===== config.mk =====
export PLATFORM = sky130hd
export DESIGN_NAME = mcc_fifo
export DESIGN_NICKNAME = d
export VERILOG_FILES = /design/src/hdl/mcc_fifo.sv
export SDC_FILE = /design/constraint.sdc
export NUM_CORES = 1
export LEC_CHECK = 0
export ABC_AREA = 1
export BUFFER_PORTS_ARGS = -buffer_cell sky130_fd_sc_hd__buf_4
export CAP_MARGIN = 10
export CORE_UTILIZATION = 45
export CTS_CLUSTER_SIZE = 28
export DETAILED_ROUTE_END_ITERATION = 12
export HOLD_SLACK_MARGIN = 0.05
export SYNTH_ARGS = -nofsm -noshare
export SYNTH_HDL_FRONTEND = slang
export SYNTH_SLANG_ARGS = --single-unit

===== constraint.sdc =====
create_clock -name i_clk -period 4.47 [get_ports i_clk]
set_input_delay 0.2235 -clock i_clk [delete_from_list [all_inputs] [get_ports i_clk]]
set_output_delay 0.2235 -clock i_clk [all_outputs]
set_load 0.005 [all_outputs]

===== src/hdl/mcc_fifo.sv =====
// mcc_fifo: small first-in first-out queue with an occupancy count.
// Depends on nothing; used between front and back and on the result side.
module mcc_fifo #(
    parameter int W     = 8,
    parameter int DEPTH = 4
) (
    input  logic                       i_clk,
    input  logic                       i_rst_n,
    input  logic                       i_wr,
    input  logic [W-1:0]               i_wdata,
    input  logic                       i_rd,
    output logic [W-1:0]               o_rdata,
    output logic [$clog2(DEPTH+1)-1:0] o_count
);
    localparam int AW = (DEPTH > 1) ? $clog2(DEPTH) : 1;
    localparam int CW = $clog2(DEPTH+1);

    logic [W-1:0]  r_mem [DEPTH];
    logic [AW-1:0] r_wp, r_rp;
    logic [CW-1:0] r_cnt;

    assign o_rdata = r_mem[r_rp];
    assign o_count = r_cnt;

    always_ff @(posedge i_clk) begin
        if (i_wr) begin
            r_mem[r_wp] <= i_wdata;
        end
    end

    always_ff @(posedge i_clk) begin
        if (!i_rst_n) begin
            r_wp  <= '0;
            r_rp  <= '0;
            r_cnt <= '0;
        end else begin
            if (i_wr) begin
                r_wp <= (r_wp == AW'(DEPTH-1)) ? '0 : r_wp + 1'b1;
            end
            if (i_rd) begin
                r_rp <= (r_rp == AW'(DEPTH-1)) ? '0 : r_rp + 1'b1;
            end
            r_cnt <= r_cnt + CW'(i_wr) - CW'(i_rd);
        end
    end
endmodule


Yosys cells after proc, flatten, opt, wreduce, memory -nomap -nowiden
Memory sizes are Yosys's and may differ from the RTL's. A register that Yosys moved wholly into a read port is not among the register bits.
Index checks and enable logic that the tools add are counted.
{ "totals": {"register_bits": 7, "ram_bits": 32, "inputBits": 12, "out_inout_bits": 11, "n_memories": 1} }
{ "classes": {"add_sub_neg": 4, "eq_ne": 2, "n_mux": 6} }
{ "mem_list": {"columns": ["memory", "depth", "word_bits", "read_ports", "rd_ports_with_merged_regs", "write_ports", "line", "rtl"], "rows": [
  ["r_mem", 4, 8, 1, 1, 1, "18", "logic [W-1:0] r_mem [DEPTH];"]
]} }
{ "ops": {"columns": ["cell", "n"], "rows": [
  ["2-bit two-way mux", 4],
  ["2-bit by 1-bit adder with 2-bit output (second input constant)", 2],
  ["2-bit == test (second input constant)", 2],
  ["3-bit by 1-bit adder with 3-bit output", 1],
  ["3-bit by 1-bit subtractor with 3-bit output", 1],
  ["1-bit two-way mux", 2]
]} }

Depth between registers and ports, before layout
{ "depth": {"ltp_word": 4, "ltp_mapped": 11, "mapped_depth_nobuf": 11} }

Worst setup path before layout
Ideal clock, no wire load.
{ "synth_timing": {"path_type": "register to register", "start": "reg r_cnt[0] (netlist: o_count[0])", "end": "reg r_cnt[2] (netlist: o_count[2])", "setup_ns": 0.115, "arrival_time_ns": 1.465, "setup_slack_ns": 2.890, "path_stages_with_launch": 11, "synth_period_minus_slack_ns": 1.580, "path_cell_list": "dfxtp_1 -> inv_1 -> ha_1 -> inv_1 -> ha_1 -> inv_1 -> fa_1 -> inv_1 -> nand2_1 -> a21oi_1 -> nor2_1"} }
{ "synth_via": {"elab_chain_cells": 2} }
{ "synth_rtl": {"columns": ["item", "line", "rtl"], "rows": [
  ["start: declaration", "20", "logic [CW-1:0] r_cnt;"],
  ["start signal: assignment", "43", "r_cnt <= r_cnt + CW'(i_wr) - CW'(i_rd);"],
  ["3-bit by 1-bit adder with 3-bit output", "43", null],
  ["3-bit by 1-bit subtractor with 3-bit output", "43", null]
]} }
Every way passes these cells.
A chain may end at the register's enable or synchronous reset.

==> qor.txt <==
CTS tree: built
RSZ-0062 raised after global routing: no
worst path cell trace: a21oi_1 > o21ai_1 > nand2_1 > buf_4
DRC errors left: 0
die height: 64.08 um
placed inst area: 1907 um^2
worst clock skew: 9.893 ps
Yosys reg bits: 41
number of global-route vias before repair: 1,093
Layout area overhead: 14.93%
Post-synth EDFFs: 32
Slew Viols, Final: 0
Die Wd: 64.08 um
Vias: 1,053
RR Startpoint: o_count[0]
Yosys top cell area share: 55.41%
Final Critical Period: 2033 ps
share of cells above drive strength 1: 18.29%
WP data arrival: 1810 ps
Lkg Pwr: 0.8658 nW
status: completed
FFs w/ async S/R, synth: 0%
Sw Share: 24.15%
DR vias/cell: 4.722
achievable clock frequency: 0.4918 GHz
Syn Std Cell Area: 1734 um^2
CP max stage delay: 1020 ps
Slew headroom: 29.55%
setup violators final: 0
tightest hold margin: 139.8 ps
hold path startpoint: i_wdata[7]
share of synthesized area spent on multiplexers: 0%
Post-Synth Simple-Gate Area: 7.648%
Synth Instances: 150
number of maximum-capacitance violations: 0
ANT nets after route: 0
initial antenna violation count: 0
main combinational cell family by area after synthesis: compound AO/OA/AOI/OAI gates
Fill cells: 335
register area share after synthesis: 65.80%
final net count: 194
H-tree lvl count: 2
Critical R2R Capture: o_count[2]
largest cells by area after synthesis: edfxtp_1 55%, dfxtp_1 10%, inv_1 6.7%
HPWL Detailed: 1958 um
post-cts gate resize count: 0
IO buf count: 22
Logic pwr share: 13.1%
GPL Wtd Cong: 0.6928
HP Class: primary input to flop
largest net degree at the start of global routing: 33
Commonest cells post-synth: 32 x edfxtp_1, 31 x inv_1, 26 x nand2_1, 10 x a21oi_1, 9 x dfxtp_1
final worst-path cycle share: 45.49%
startpoint types: flop
hold_buf cts: 0
IO Pins: 23
Worst path slowest cell: dfxtp_1
most numerous cell in the Yosys netlist: edfxtp_1
Hold Fails Final Rpt: 0
Compound-Gate Fraction of Synth Area: 10.61%
starting density of the core: 47.01%
Tot Pwr: 0.7853 mW
Core ar.: 3689 um^2
first-pass GRT wire length: 4602 um
capturing element type of the critical path: primary output
worst reg2reg path depth: 10
Data required, critical path: 4250 ps
Clk Latency, worst-skew pair: 280 ps
Fin Setup TNS: 0 ps
DP Worst Slack: 2744 ps
Total GRT Usage: 15.20%
Max Fanout on Critical Path: 32
worst setup path endpoint: o_rdata[5]
clock buffer depth: 2
Layout Cell Area excl Fill: 1993 um^2
Multi-input gate area: 424.2 um^2
CTS sink cnt: 41
final wirelength: 2753 um
Die ar.: 4106 um^2
CTS clock-pin slew for the worst setup and hold paths: 80 ps
Synth Area in Adders: 6.205%
R2R setup slack: 2820 ps
DR iter-0 viols: 16
Final WS setup: 2437 ps
switching power: 0.1896 mW
TritonCTS buffer count: 5
post-synth net total: 170
total grt overflow: 0
final non-filler cell total: 223
Site Rows: 22
YS warnings: 0
diodes inserted: 0
Crit Path Class: flop to primary output
Syn Area/Cell: 11.56 um^2
Clock Tree Root: clkbuf_8
WL/cell: 12.35 um
post-synth cell types: 16
FF/Latch Area: 1141 um^2
Cell Int Power: 0.5956 mW
Least-Margin Pin Slew: 1055 ps
clock network power share: 28.6%
placed insts: 215
post-synthesis xor/xnor area fraction: 0%
main flop type after synthesis: edfxtp_1
VDD IR max: 0.2223 mV
top cell type by total area after synthesis: edfxtp_1
Seq pwr share: 58.3%
postcts setup bufs: 0
drt first pass iters: 4
final core utilization: 54.04%
total power per unit cell area: 394.0 nW/um^2
area by class of cell:
class	instances	area share [%]
Tap cell	48	3.013
Sequential cell	41	57.25
Clock inverter	3	0.8788
Timing Repair Buffer	22	8.286
Inverter	31	5.838
Multi-Input combinational cell	73	21.28
Clock buffer	5	3.453
flip-flops by register name, summed over array words and instances, names as in the netlist, named ones only:
signal   flops
r_mem       32
o_count      3
r_rp         2
r_wp         2
worst min-delay path by stage:
stage	endpoint	depth (start not counted)
after floorplan	o_count[0]	2
after global placement	r_mem[2][0]	1
after detailed placement	r_mem[2][0]	1
after CTS	r_mem[3][7]	1
after global routing	r_mem[0][4]	1
final	r_mem[3][7]	1
power by group through the flow:
stage                     registers [mW]  clock network [mW]  logic [mW]
after floorplan                    0.456                   0      0.0670
after global placement             0.464                   0      0.0989
after detailed placement           0.467                   0       0.105
after CTS                          0.458               0.230       0.105
after global routing               0.461               0.245       0.119
final                              0.458               0.225       0.103
routing by layer:
metal / GRT usage [%] / vias to the layer above / wire length, um
met2: 29.26 / 13 / 1533
met1: 14.83 / 499 / 1115
met4: 7.102 / 0 / 28
met5: 0 / - / 0
li1: - / 539 / -
met3: 3.929 / 2 / 76
critical path, delay by kind of cell (launching register included):
kind	cells	cell delay [ps]
flip-flops	1	1020
AO/OA/AOI/OAI	2	300
AND/OR/NAND/NOR	1	70
buffers and inverters	1	130
placed cells by master, fill, tap and decap left out, drive strengths merged:
| cell | netlist | final |
|---|---|---|
| a21oi | 11 | 11 |
| buf | 5 | 22 |
| clkbuf | 0 | 5 |
| clkinv | 0 | 3 |
| dfxtp | 9 | 9 |
| edfxtp | 32 | 32 |
| fa | 1 | 1 |
| ha | 7 | 7 |
| inv | 31 | 31 |
| nand2 | 26 | 26 |
| nand3 | 1 | 1 |
| nor2 | 8 | 8 |
| o211ai | 8 | 8 |
| o21ai | 11 | 11 |
cells by family (layout without fill, tap and decap cells):
| group | count (synthesis) | count (layout) |
|---|---|---|
| simple gates | 35 | 35 |
| fa+ha+maj | 8 | 8 |
| buf+inv | 36 | 61 |
| flops | 41 | 41 |
| compound gates | 30 | 30 |
No activity file was read; power rests on OpenSTA's default activity.
