$ cat config.mk
export PLATFORM = sky130hd
export DESIGN_NAME = mcc_back
export DESIGN_NICKNAME = d
export VERILOG_FILES = /design/src/hdl/mcc_pkg.sv /design/src/hdl/mcc_back.sv
export SDC_FILE = /design/constraint.sdc
export NUM_CORES = 1
export LEC_CHECK = 0
export ABC_CLOCK_PERIOD_IN_PS = 15350
export CORE_MARGIN = 2
export CORE_UTILIZATION = 25
export CTS_CLUSTER_DIAMETER = 40
export DETAILED_ROUTE_END_ITERATION = 8
export DONT_BUFFER_PORTS = 1
export GPL_TIMING_DRIVEN = 0
export RECOVER_POWER = 25
export SYNTH_ARGS = -nofsm -noshare
export SYNTH_HDL_FRONTEND = slang
export SYNTH_SLANG_ARGS = --single-unit
$ cat constraint.sdc
create_clock -name i_clk -period 15.35 [get_ports i_clk]
set_clock_uncertainty 0.1 [all_clocks]
set_input_delay 2.3025 -clock i_clk [delete_from_list [all_inputs] [get_ports i_clk]]
set_output_delay 2.3025 -clock i_clk [all_outputs]
set_load 0.01 [all_outputs]
$ cat src/hdl/mcc_pkg.sv
// mcc_pkg: widths, mode and register codes, reset values, item types and helpers
// for the charge controller. Depends on nothing; imported by every hdl file but mcc_fifo.
package mcc_pkg;

    localparam int V_W    = 13;
    localparam int I_W    = 16;
    localparam int IRR_W  = 10;
    localparam int P_W    = 19;
    localparam int DUTY_W = 8;
    localparam int MODE_W = 3;
    localparam int CFG_IDX_W  = 3;
    localparam int CFG_DATA_W = 19;

    localparam int AVG_DEPTH_DEF   = 5;
    localparam int SLOW_PERIOD_DEF = 50;
    localparam int QUEUE_DEPTH     = 4;

    localparam logic [MODE_W-1:0] MODE_IDLE  = 3'd0;
    localparam logic [MODE_W-1:0] MODE_MPPT  = 3'd1;
    localparam logic [MODE_W-1:0] MODE_NIGHT = 3'd2;
    localparam logic [MODE_W-1:0] MODE_ERROR = 3'd3;
    localparam logic [MODE_W-1:0] MODE_DONE  = 3'd4;

    localparam logic [CFG_IDX_W-1:0] REG_START_POWER = 3'd0;
    localparam logic [CFG_IDX_W-1:0] REG_NIGHT_IRR   = 3'd1;
    localparam logic [CFG_IDX_W-1:0] REG_NIGHT_POWER = 3'd2;
    localparam logic [CFG_IDX_W-1:0] REG_WAKE_IRR    = 3'd3;
    localparam logic [CFG_IDX_W-1:0] REG_VOUT_MAX    = 3'd4;
    localparam logic [CFG_IDX_W-1:0] REG_VOUT_MIN    = 3'd5;
    localparam logic [CFG_IDX_W-1:0] REG_TRIM_HIGH   = 3'd6;
    localparam logic [CFG_IDX_W-1:0] REG_TRIM_LOW    = 3'd7;

    localparam logic [P_W-1:0]   RST_START_POWER = 19'd100;
    localparam logic [IRR_W-1:0] RST_NIGHT_IRR   = 10'd1000;
    localparam logic [P_W-1:0]   RST_NIGHT_POWER = 19'd400;
    localparam logic [IRR_W-1:0] RST_WAKE_IRR    = 10'd500;
    localparam logic [V_W-1:0]   RST_VOUT_MAX    = 13'd5200;
    localparam logic [V_W-1:0]   RST_VOUT_MIN    = 13'd4500;
    localparam logic [V_W-1:0]   RST_TRIM_HIGH   = 13'd5150;
    localparam logic [V_W-1:0]   RST_TRIM_LOW    = 13'd4550;

    localparam logic [DUTY_W-1:0] RST_DUTY     = 8'd10;
    localparam logic [DUTY_W-1:0] IDLE_DUTY_MAX = 8'd150;
    localparam logic [V_W-1:0]    IDLE_VIN_MV   = 13'd5000;
    localparam logic [IRR_W-1:0]  DONE_IRR      = 10'd200;
    localparam logic signed [I_W-1:0]  DONE_IIN_MA = 16'sd50;
    localparam logic signed [16:0]     TRIM_STEP_MAX = 17'sd200;

    // floor(x/1000) for x < 2^28, floor(x/5000) for x < 2^21
    localparam int PROD_W   = 28;
    localparam int MW_SH    = 38;
    localparam int MW_M_W   = 29;
    localparam logic [MW_M_W-1:0] MW_M = MW_M_W'(((64'd1 << MW_SH) + 64'd999) / 64'd1000);
    localparam int IDLE_T_W = 21;
    localparam int ID_SH    = 34;
    localparam int ID_M_W   = 22;
    localparam logic [ID_M_W-1:0] ID_M = ID_M_W'(((64'd1 << ID_SH) + 64'd4999) / 64'd5000);

    typedef struct packed {
        logic [P_W-1:0]   start_power;
        logic [IRR_W-1:0] night_irr;
        logic [P_W-1:0]   night_power;
        logic [IRR_W-1:0] wake_irr;
        logic [V_W-1:0]   vout_max;
        logic [V_W-1:0]   vout_min;
        logic [V_W-1:0]   trim_high;
        logic [V_W-1:0]   trim_low;
    } t_cfg;

    typedef struct packed {
        logic [V_W-1:0]    vout;
        logic [I_W-1:0]    iin;
        logic [IRR_W-1:0]  irr;
        logic              valid;
        logic [P_W-1:0]    power;
        logic [DUTY_W-1:0] idle_duty;
    } t_item;

    typedef struct packed {
        logic [DUTY_W-1:0] duty;
        logic [MODE_W-1:0] mode;
        logic              relay_on;
        logic              sample_valid;
        logic [P_W-1:0]    avg_power;
    } t_res;

    function automatic logic [DUTY_W-1:0] clamp_duty(input logic signed [9:0] d);
        logic [DUTY_W-1:0] r;
        if (d < 10'sd0) begin
            r = '0;
        end else if (d > 10'sd255) begin
            r = '1;
        end else begin
            r = d[DUTY_W-1:0];
        end
        return r;
    endfunction

endpackage

$ cat src/hdl/mcc_back.sv
// mcc_back: moving average, mode machine, trim and perturb-and-observe step.
// Depends on mcc_pkg; drains the front-to-back queue into the result queue.
module mcc_back
    import mcc_pkg::*;
#(
    parameter int AVG_DEPTH   = AVG_DEPTH_DEF,
    parameter int SLOW_PERIOD = SLOW_PERIOD_DEF
) (
    input  logic  i_clk,
    input  logic  i_rst_n,
    input  t_cfg  i_cfg,
    input  logic  i_avail,
    input  t_item i_item,
    input  logic [$clog2(QUEUE_DEPTH+1)-1:0] i_out_count,
    output logic  o_rd,
    output logic  o_wr,
    output t_res  o_res
);
    localparam int CW    = $clog2(QUEUE_DEPTH+1);
    localparam int LD    = $clog2(AVG_DEPTH);
    localparam int IW    = (LD > 0) ? LD : 1;
    localparam int SUM_W = P_W + LD;
    localparam int A_SH  = SUM_W + LD;
    localparam int A_M_W = SUM_W + 2;
    localparam logic [A_M_W-1:0] A_M =
        A_M_W'(((64'd1 << A_SH) + 64'(AVG_DEPTH - 1)) / 64'(AVG_DEPTH));
    localparam int TW    = $clog2(SLOW_PERIOD + 2);
    localparam logic [TW-1:0] SP = TW'(SLOW_PERIOD);

    logic [P_W-1:0]   r_win [AVG_DEPTH];
    logic [IW-1:0]    r_idx;
    logic [SUM_W-1:0] r_sum;
    logic             r_s1v, r_s2v;
    t_item            r_s1, r_s2;
    logic [P_W-1:0]   r_avg;

    logic [P_W-1:0]          r_prev;
    logic signed [I_W-1:0]   r_slow;
    logic signed [I_W:0]     r_cur;
    logic [MODE_W-1:0]       r_mode;
    logic [DUTY_W-1:0]       r_duty;
    logic                    r_dir;
    logic [TW-1:0]           r_tick;
    logic                    r_relay;

    logic [P_W-1:0]          n_prev;
    logic signed [I_W-1:0]   n_slow;
    logic signed [I_W:0]     n_cur;
    logic [MODE_W-1:0]       n_mode;
    logic [DUTY_W-1:0]       n_duty;
    logic                    n_dir;
    logic [TW-1:0]           n_tick;
    logic                    n_relay;

    logic [SUM_W+A_M_W-1:0]  a_prod;
    logic signed [9:0]       d;
    logic                    trim_ok;
    logic [TW-1:0]           cnt;

    assign o_rd = i_avail && ((CW+1)'(i_out_count) + (CW+1)'(r_s1v) + (CW+1)'(r_s2v)
                  < (CW+1)'(QUEUE_DEPTH));
    assign a_prod = (SUM_W+A_M_W)'(r_sum) * (SUM_W+A_M_W)'(A_M);

    always_ff @(posedge i_clk) begin
        if (!i_rst_n) begin
            r_s1v <= 1'b0;
            r_s2v <= 1'b0;
            r_idx <= '0;
            r_sum <= '0;
            r_avg <= '0;
            for (int k = 0; k < AVG_DEPTH; k++) begin
                r_win[k] <= '0;
            end
        end else begin
            r_s1v <= o_rd;
            r_s2v <= r_s1v;
            if (o_rd && i_item.valid) begin
                r_sum <= r_sum - SUM_W'(r_win[r_idx]) + SUM_W'(i_item.power);
                r_win[r_idx] <= i_item.power;
                r_idx <= (r_idx == IW'(AVG_DEPTH-1)) ? '0 : r_idx + 1'b1;
            end
            if (r_s1v && r_s1.valid) begin
                r_avg <= a_prod[A_SH +: P_W];
            end
        end
    end

    always_ff @(posedge i_clk) begin
        r_s1 <= i_item;
        r_s2 <= r_s1;
    end

    always_comb begin
        n_prev  = r_prev;
        n_slow  = r_slow;
        n_cur   = r_cur;
        n_mode  = r_mode;
        n_duty  = r_duty;
        n_dir   = r_dir;
        n_tick  = r_tick;
        n_relay = r_relay;
        d       = '0;
        trim_ok = 1'b0;
        cnt     = r_tick;
        if (r_s2v) begin
            if (r_s2.valid) begin
                n_cur = $signed({r_s2.iin[I_W-1], r_s2.iin}) - $signed({r_slow[I_W-1], r_slow});
            end
            case (r_mode)
                MODE_IDLE: begin
                    n_relay = 1'b1;
                    n_duty  = r_s2.idle_duty;
                    if (r_avg > i_cfg.start_power) n_mode = MODE_MPPT;
                end
                MODE_MPPT: begin
                    n_relay = 1'b1;
                    if (r_s2.irr > i_cfg.night_irr && r_avg < i_cfg.night_power) begin
                        n_mode = MODE_NIGHT;
                    end else if (r_s2.vout > i_cfg.vout_max || r_s2.vout < i_cfg.vout_min) begin
                        n_mode = MODE_ERROR;
                    end
                end
                MODE_NIGHT: begin
                    n_duty = '0;
                    if (r_s2.irr < i_cfg.wake_irr && r_s2.vout < i_cfg.vout_max
                        && r_s2.vout > i_cfg.vout_min) begin
                        n_mode = MODE_MPPT;
                    end
                end
                MODE_ERROR: begin
                    n_relay = 1'b0;
                end
                MODE_DONE: begin
                end
                default: begin
                    n_mode = MODE_IDLE;
                end
            endcase
            if (n_mode == MODE_MPPT) begin
                d = $signed({2'b00, n_duty});
                trim_ok = n_cur < TRIM_STEP_MAX;
                if (r_s2.vout > i_cfg.trim_high && trim_ok) d = d - 10'sd1;
                if (r_s2.vout < i_cfg.trim_low && trim_ok) begin
                    n_dir = ~n_dir;
                    d = n_dir ? d - 10'sd1 : d + 10'sd1;
                end
                if (r_s2.vout < i_cfg.trim_low) d = d + 10'sd1;
                n_duty = clamp_duty(d);
            end
            if (cnt == SP && n_mode == MODE_MPPT) begin
                n_prev = r_avg;
                if (r_s2.valid) begin
                    if (r_s2.irr < DONE_IRR && $signed(r_s2.iin) < DONE_IIN_MA) begin
                        n_mode = MODE_DONE;
                    end
                    if (r_avg < r_prev) n_dir = ~n_dir;
                    n_duty = clamp_duty(n_dir ? $signed({2'b00, n_duty}) - 10'sd1
                                              : $signed({2'b00, n_duty}) + 10'sd1);
                    n_slow = $signed(r_s2.iin);
                end
                cnt = '0;
            end else if (cnt == SP && (n_mode == MODE_NIGHT || n_mode == MODE_ERROR
                                       || n_mode == MODE_DONE)) begin
                n_relay = 1'b0;
                cnt = '0;
            end
            cnt = cnt + 1'b1;
            n_tick = (cnt > SP) ? '0 : cnt;
        end
    end

    always_ff @(posedge i_clk) begin
        if (!i_rst_n) begin
            r_prev  <= '0;
            r_slow  <= '0;
            r_cur   <= '0;
            r_mode  <= MODE_IDLE;
            r_duty  <= RST_DUTY;
            r_dir   <= 1'b0;
            r_tick  <= '0;
            r_relay <= 1'b0;
        end else begin
            r_prev  <= n_prev;
            r_slow  <= n_slow;
            r_cur   <= n_cur;
            r_mode  <= n_mode;
            r_duty  <= n_duty;
            r_dir   <= n_dir;
            r_tick  <= n_tick;
            r_relay <= n_relay;
        end
    end

    assign o_wr               = r_s2v;
    assign o_res.duty         = n_duty;
    assign o_res.mode         = n_mode;
    assign o_res.relay_on     = n_relay;
    assign o_res.sample_valid = r_s2.valid;
    assign o_res.avg_power    = r_avg;
endmodule

* Word-level counts from Yosys, hierarchy flattened
Memory sizes are Yosys's and may differ from the RTL's. A register that Yosys moved wholly into a read port is not among the register bits. Index checks and enable logic that the tools add are counted.
Storage, ports and cells: bits in registers 213, RAM bits 95, bits of input ports 183, output and inout bits 34, word-level logic and storage cells 151, memories kept 1
Memory list:
- r_win | words 5, bits a word 19, read ports 1, clocked after Yosys merged registers in 1, wr ports 5, RTL line mcc_back.sv:30 | logic [P_W-1:0] r_win [AVG_DEPTH];
Cells by class: add/sub/neg operators 13, multipliers 1, magnitude comparators 20, equality and inequality tests 10, multiplexer cells 61, bitwise logic cells 2, reductions and logical operators 20
Operators by type and width (count):
- 10-bit 2-to-1 mux | 11
- 8-bit 2-to-1 mux | 10
- 22-bit by 23-bit multiplier with 44-bit output, second input constant | 1
- 13-bit greater-than comparator | 3
- 13-bit less-than comparator | 3
- 3-bit 2-to-1 mux | 13
- 19-bit less-than comparator | 2
- 17-bit 2-to-1 mux | 2
- 6-bit 2-to-1 mux | 4
- 22-bit by 19-bit adder with 22-bit output | 1
- 22-bit by 19-bit subtractor with 22-bit output | 1
- 10-bit by 2-bit adder with 10-bit output, second input constant | 2
- 10-bit by 9-bit greater-than comparator with 1-bit output, second input constant | 2
- 10-bit by 1-bit less-than comparator with 1-bit output, second input constant | 2
- 19-bit greater-than comparator | 1
- 19-bit 2-to-1 mux | 1
- 19-bit OR reduction | 1
- 8-bit by 1-bit subtractor with 9-bit output, second input constant | 2
- 17-bit by 9-bit less-than comparator with 1-bit output, second input constant | 1
- 1-bit 2-to-1 mux | 17
- 16-bit by 16-bit subtractor with 17-bit output | 1
- 16-bit by 7-bit less-than comparator with 1-bit output, second input constant | 1
- 8-bit one-hot mux with 2 select lines | 1
- 3-bit by 2-bit == test with 1-bit output, second input constant | 4
- other kinds (23) | 40

* Longest topological paths before layout
depth after elaboration 31, gate-level depth with buffers 38, depth with buffers taken out 37

* Least setup slack after synthesis
No wires, ideal clock.
kind input -> output, from input port i_cfg[19] in the netlist's numbering, to output port o_res[27] in the netlist's numbering, data arrival time 8.112 ns, required time 12.948 ns, slack 4.836 ns, cell stages on the path 31, buffers on the path 0, path through inv_1 ha_1 a211o_1 o221ai_1 a21oi_1 o311ai_0 nor4_1 or2_2 fa_1 nor2b_1 o21ai_0 a21oi_1 o21ai_0 nand2b_1 a21o_1 a21oi_1 a21oi_1 nand4_1 or4_4 nor3_2 nor2_1 nand3_1 o21ai_0 inv_1 ha_1 or2b_2 o21bai_1 nor4_2 or2b_1 o22ai_1 a211o_1
RTL lines:
- start: declaration | RTL line mcc_back.sv:11 | input t_cfg i_cfg,
- end: declaration | RTL line mcc_back.sv:17 | output t_res o_res

==> results.md <==
- Initial core utilization: about a quarter
- Critical path's slowest cell: o21ai_0
- Worst Tran Pin Value: 1.09 ns
- Top Ports: 217
- Hold Buf Count CTS: 0
- Post-CTS Resized: 0
- # rows: 120
- Sequential-to-total area share from yosys stat: 32.7%
- R2R Path End: r_duty[2]
- Finish-stage setup viols: 0
- Leak: 13.7 nW
- Final HPWL DP: 58.3 mm
- Max cap viols: 0
- RSZ-0062 raised after global routing: no
- Clock Pin Slew Worst Setup and Hold Paths: 0.06 ns
- Post-route DRC: 0
- Synthesized instance count: 2718
- Main synth FF type: dfxtp_1
- GRT Total Usage: 13.1%
- Ys Warns: 0
- Max incr delay on CP: 0.54 ns
- Most frequent CP cell: a21oi_1
- Worst reg2reg path depth: 35
- End-of-flow core utilization: between 20% and 30%
- Non-filler instance count after layout: 4243
- Max frequency: 0.0853 GHz
- CP Launch Type: flop
- Worst hold start: r_s1[41]
- Post-Syn Nets: about 3400
- Vias per cell: 4.64
- TritonCTS clock tree: done
- Vias in the first global route: between 20000 and 25000
- DR iter-0 viols: 1245
- Pwr/cell area: ~110 nW/µm²
- Asr flop ratio synth: 0%
- Hold path depth: 0
- Filler instances: 11000
- Router iterations before antenna repair: 5
- EDFF count, synth: 152
- Post-CTS setup buffers: 0
- Layout Nets: 3486
- Overflow after GRT: 0
- Setup TNS Final: 0 ns
- Hold Slack: 0.206 ns
- Crit-path max FO: 10
- Endpoints failing hold: 0
- Status: complete, no violations
- Final Cycle Share: 76.4%
- DRT Wirelength: 72.5 mm
- Distinct cell type count after synthesis: 107
- Clk_lat worst skew: around 0.62 ns
- Worst reg2reg setup slack: 6.35 ns
- DR WL/cell: 17.1 µm
- CTS Buffer Depth: 3
- Yosys reg bits: 365
- Die height: 333 µm
- Hold-critical path endpoint: r_s2[41]
- Vias: 19700
- Layout cell share with drive strength beyond 1: 8.92%
- Fin crit period: 11.72 ns
- H-tree depth: 2
- PortBufs: 0
- CTS root buffer: clkbuf_16
- Total power: 3.55 mW
- Syn Std Cell Area: 27000 µm²
- Critical path endpoint category: output pin
- Relative slew margins: between 20% and 30%
- Die area: 111000 µm²
- Pin count of the biggest net entering global routing: 16
- ANT nets after route: 0
- Worst r2r src: r_s2[45]
- First-pass GRT wire length: ~110 mm
- Worst EP arrival: 9.32 ns
- Area growth syn-to-layout: 15.5%
- Placer Congestion: 0.867
- CORE AREA: 107000 µm²
- Critical path class: flop to output pin
- Maximum VDD drop: between 0.0001 and 0.00015 V
- Die width: between 300 and 400 µm
- Inserted Clock Buffers: 58
- Syn_area_per_cell: 9.94 µm²
- Hold Crit Class: flop to flop
- Initial antenna violation count: 4
- CTS sink count: between 300 and 400
- Required @ worst endpoint: 12.95 ns
- Max-slew violations: 0
- Post-placement cell count: 4131
==> power breakdown <==
group          internal (mW)  switching, mW
Clock                  0.931          0.525
Sequential              1.04         0.0340
Combinational          0.432          0.585
Total                   2.41           1.14
==> area by class of cell <==
class	count	area, µm²	area share, %
Sequential cell	365	8830	28.3
Tap cell	1403	1760	5.63
Antenna cell	3	7.51	0.0241
Multi-Input combinational cell	1817	16100	51.7
Buffer	89	420	1.35
Clock inverter	43	681	2.18
Inverter	447	1680	5.38
Clock buffer	65	1510	4.83
Timing Repair Buffer	11	195	0.625
==> routing by layer <==
layer  global-route usage (%)  vias to the layer above  wire [µm]
li1                         -                     9610          -
met1                     16.6                     9474      31200
met2                     22.2                      474      34400
met3                     2.96                      111       4700
met4                     4.26                        2       2180
met5                        0                        -         13
==> cells by family (layout without fill, tap and decap cells) <==
kind of cell,Yosys count,in the layout,share of synthesized area (%)
compound gates,481,481,11.9
xor+xnor,61,61,2.01
fa+ha+maj,514,514,28.3
buf+inv,536,655,7.77
flops,365,365,32.7
mux,69,69,4.41
other cells,0,3,0
simple gates,692,692,12.9
==> worst max path at each step <==
stage                         start   endpoint  slack [ns]  cells past startpoint
after global routing       r_s2[45]  o_res[25]        2.94                     35
final                      r_s2[45]  o_res[25]        3.63                     35
after CTS                  r_s2[45]  o_res[25]        3.74                     35
after global placement    i_cfg[19]  o_res[27]        3.36                     31
after detailed placement  i_cfg[19]  o_res[25]        3.84                     33
after floorplan           i_cfg[19]  o_res[27]        4.84                     31
==> registers in the layout, indices dropped and copies added (netlist names), 14 cells and up, named ones only <==
name    count
r_s1       48
r_sum      22
r_slow     16
r_win     152
r_cur      14
r_avg      19
r_prev     19
r_s2       47
==> critical path: cells and delay by family (launching register included) <==
kind	cells	cell delay (ns)
compound gates	18	4.00
xor+xnor	1	0.26
fa+ha+maj	3	1.08
buf+inv	2	0.54
flops	1	0.36
mux	1	0.33
simple gates	10	2.14
==> cells in the final DEF, fill, tap and decap left out, drive strengths merged, types with 12 or more instances in the layout <==
cell	count
o211ai	14
a31oi	21
mux2	21
clkbuf	140
dfxtp	213
bufinv	12
a211oi	14
nand2b	20
clkinv	12
inv	462
nand3	54
or2	12
mux4	38
buf	25
nor2	105
nor2b	20
a21oi	184
and2	24
edfxtp	152
o21ai	74
nand4	20
xnor2	39
and3	12
nor4	54
o21a	25
xor2	22
fa	162
ha	352
nor3	103
nand2	218
a21o	49
==> metrics by stage <==
step	setup WS, ns	instance area [µm²]
2_1_floorplan	4.84	27000
3_3_place_gp	3.36	28800
3_5_place_dp	3.84	29000
4_1_cts	3.74	31200
5_1_grt	2.94	31200
6_report	3.63	31200
==> Yosys cell counts, types with 5 or more instances <==
master	n	area (µm²)
and4_1	5	43.8
edfxtp_1	152	4560
dfxtp_1	213	4260
nor4_1	52	325
nor3b_1	8	60.1
or3_1	9	56.3
a21oi_1	180	901
clkbuf_1	71	267
buf_1	5	18.8
o221ai_1	5	43.8
and3_1	11	68.8
nand3_1	54	270
a31oi_1	20	125
a2111oi_0	7	61.3
mux4_2	38	856
fa_1	162	3240
mux2i_1	10	100
o31ai_1	8	60.1
a211oi_1	12	90.1
xor2_1	21	184
a311oi_1	5	43.8
and2_1	22	138
or2_2	11	68.8
xnor2_1	39	342
a211o_1	5	43.8
nor2_1	103	387
nand2b_1	20	125
nor2b_1	19	119
o21ai_0	69	345
ha_1	352	4400
nand4b_1	5	43.8
a21boi_0	6	45.0
o21a_1	23	173
o311ai_0	6	52.6
nand4_1	19	119
o211ai_1	13	97.6
nor3_1	99	495
mux2_2	21	236
nand2_1	218	818
inv_1	445	1670
a21o_1	48	360
No activity file was read; power rests on OpenSTA's default activity.
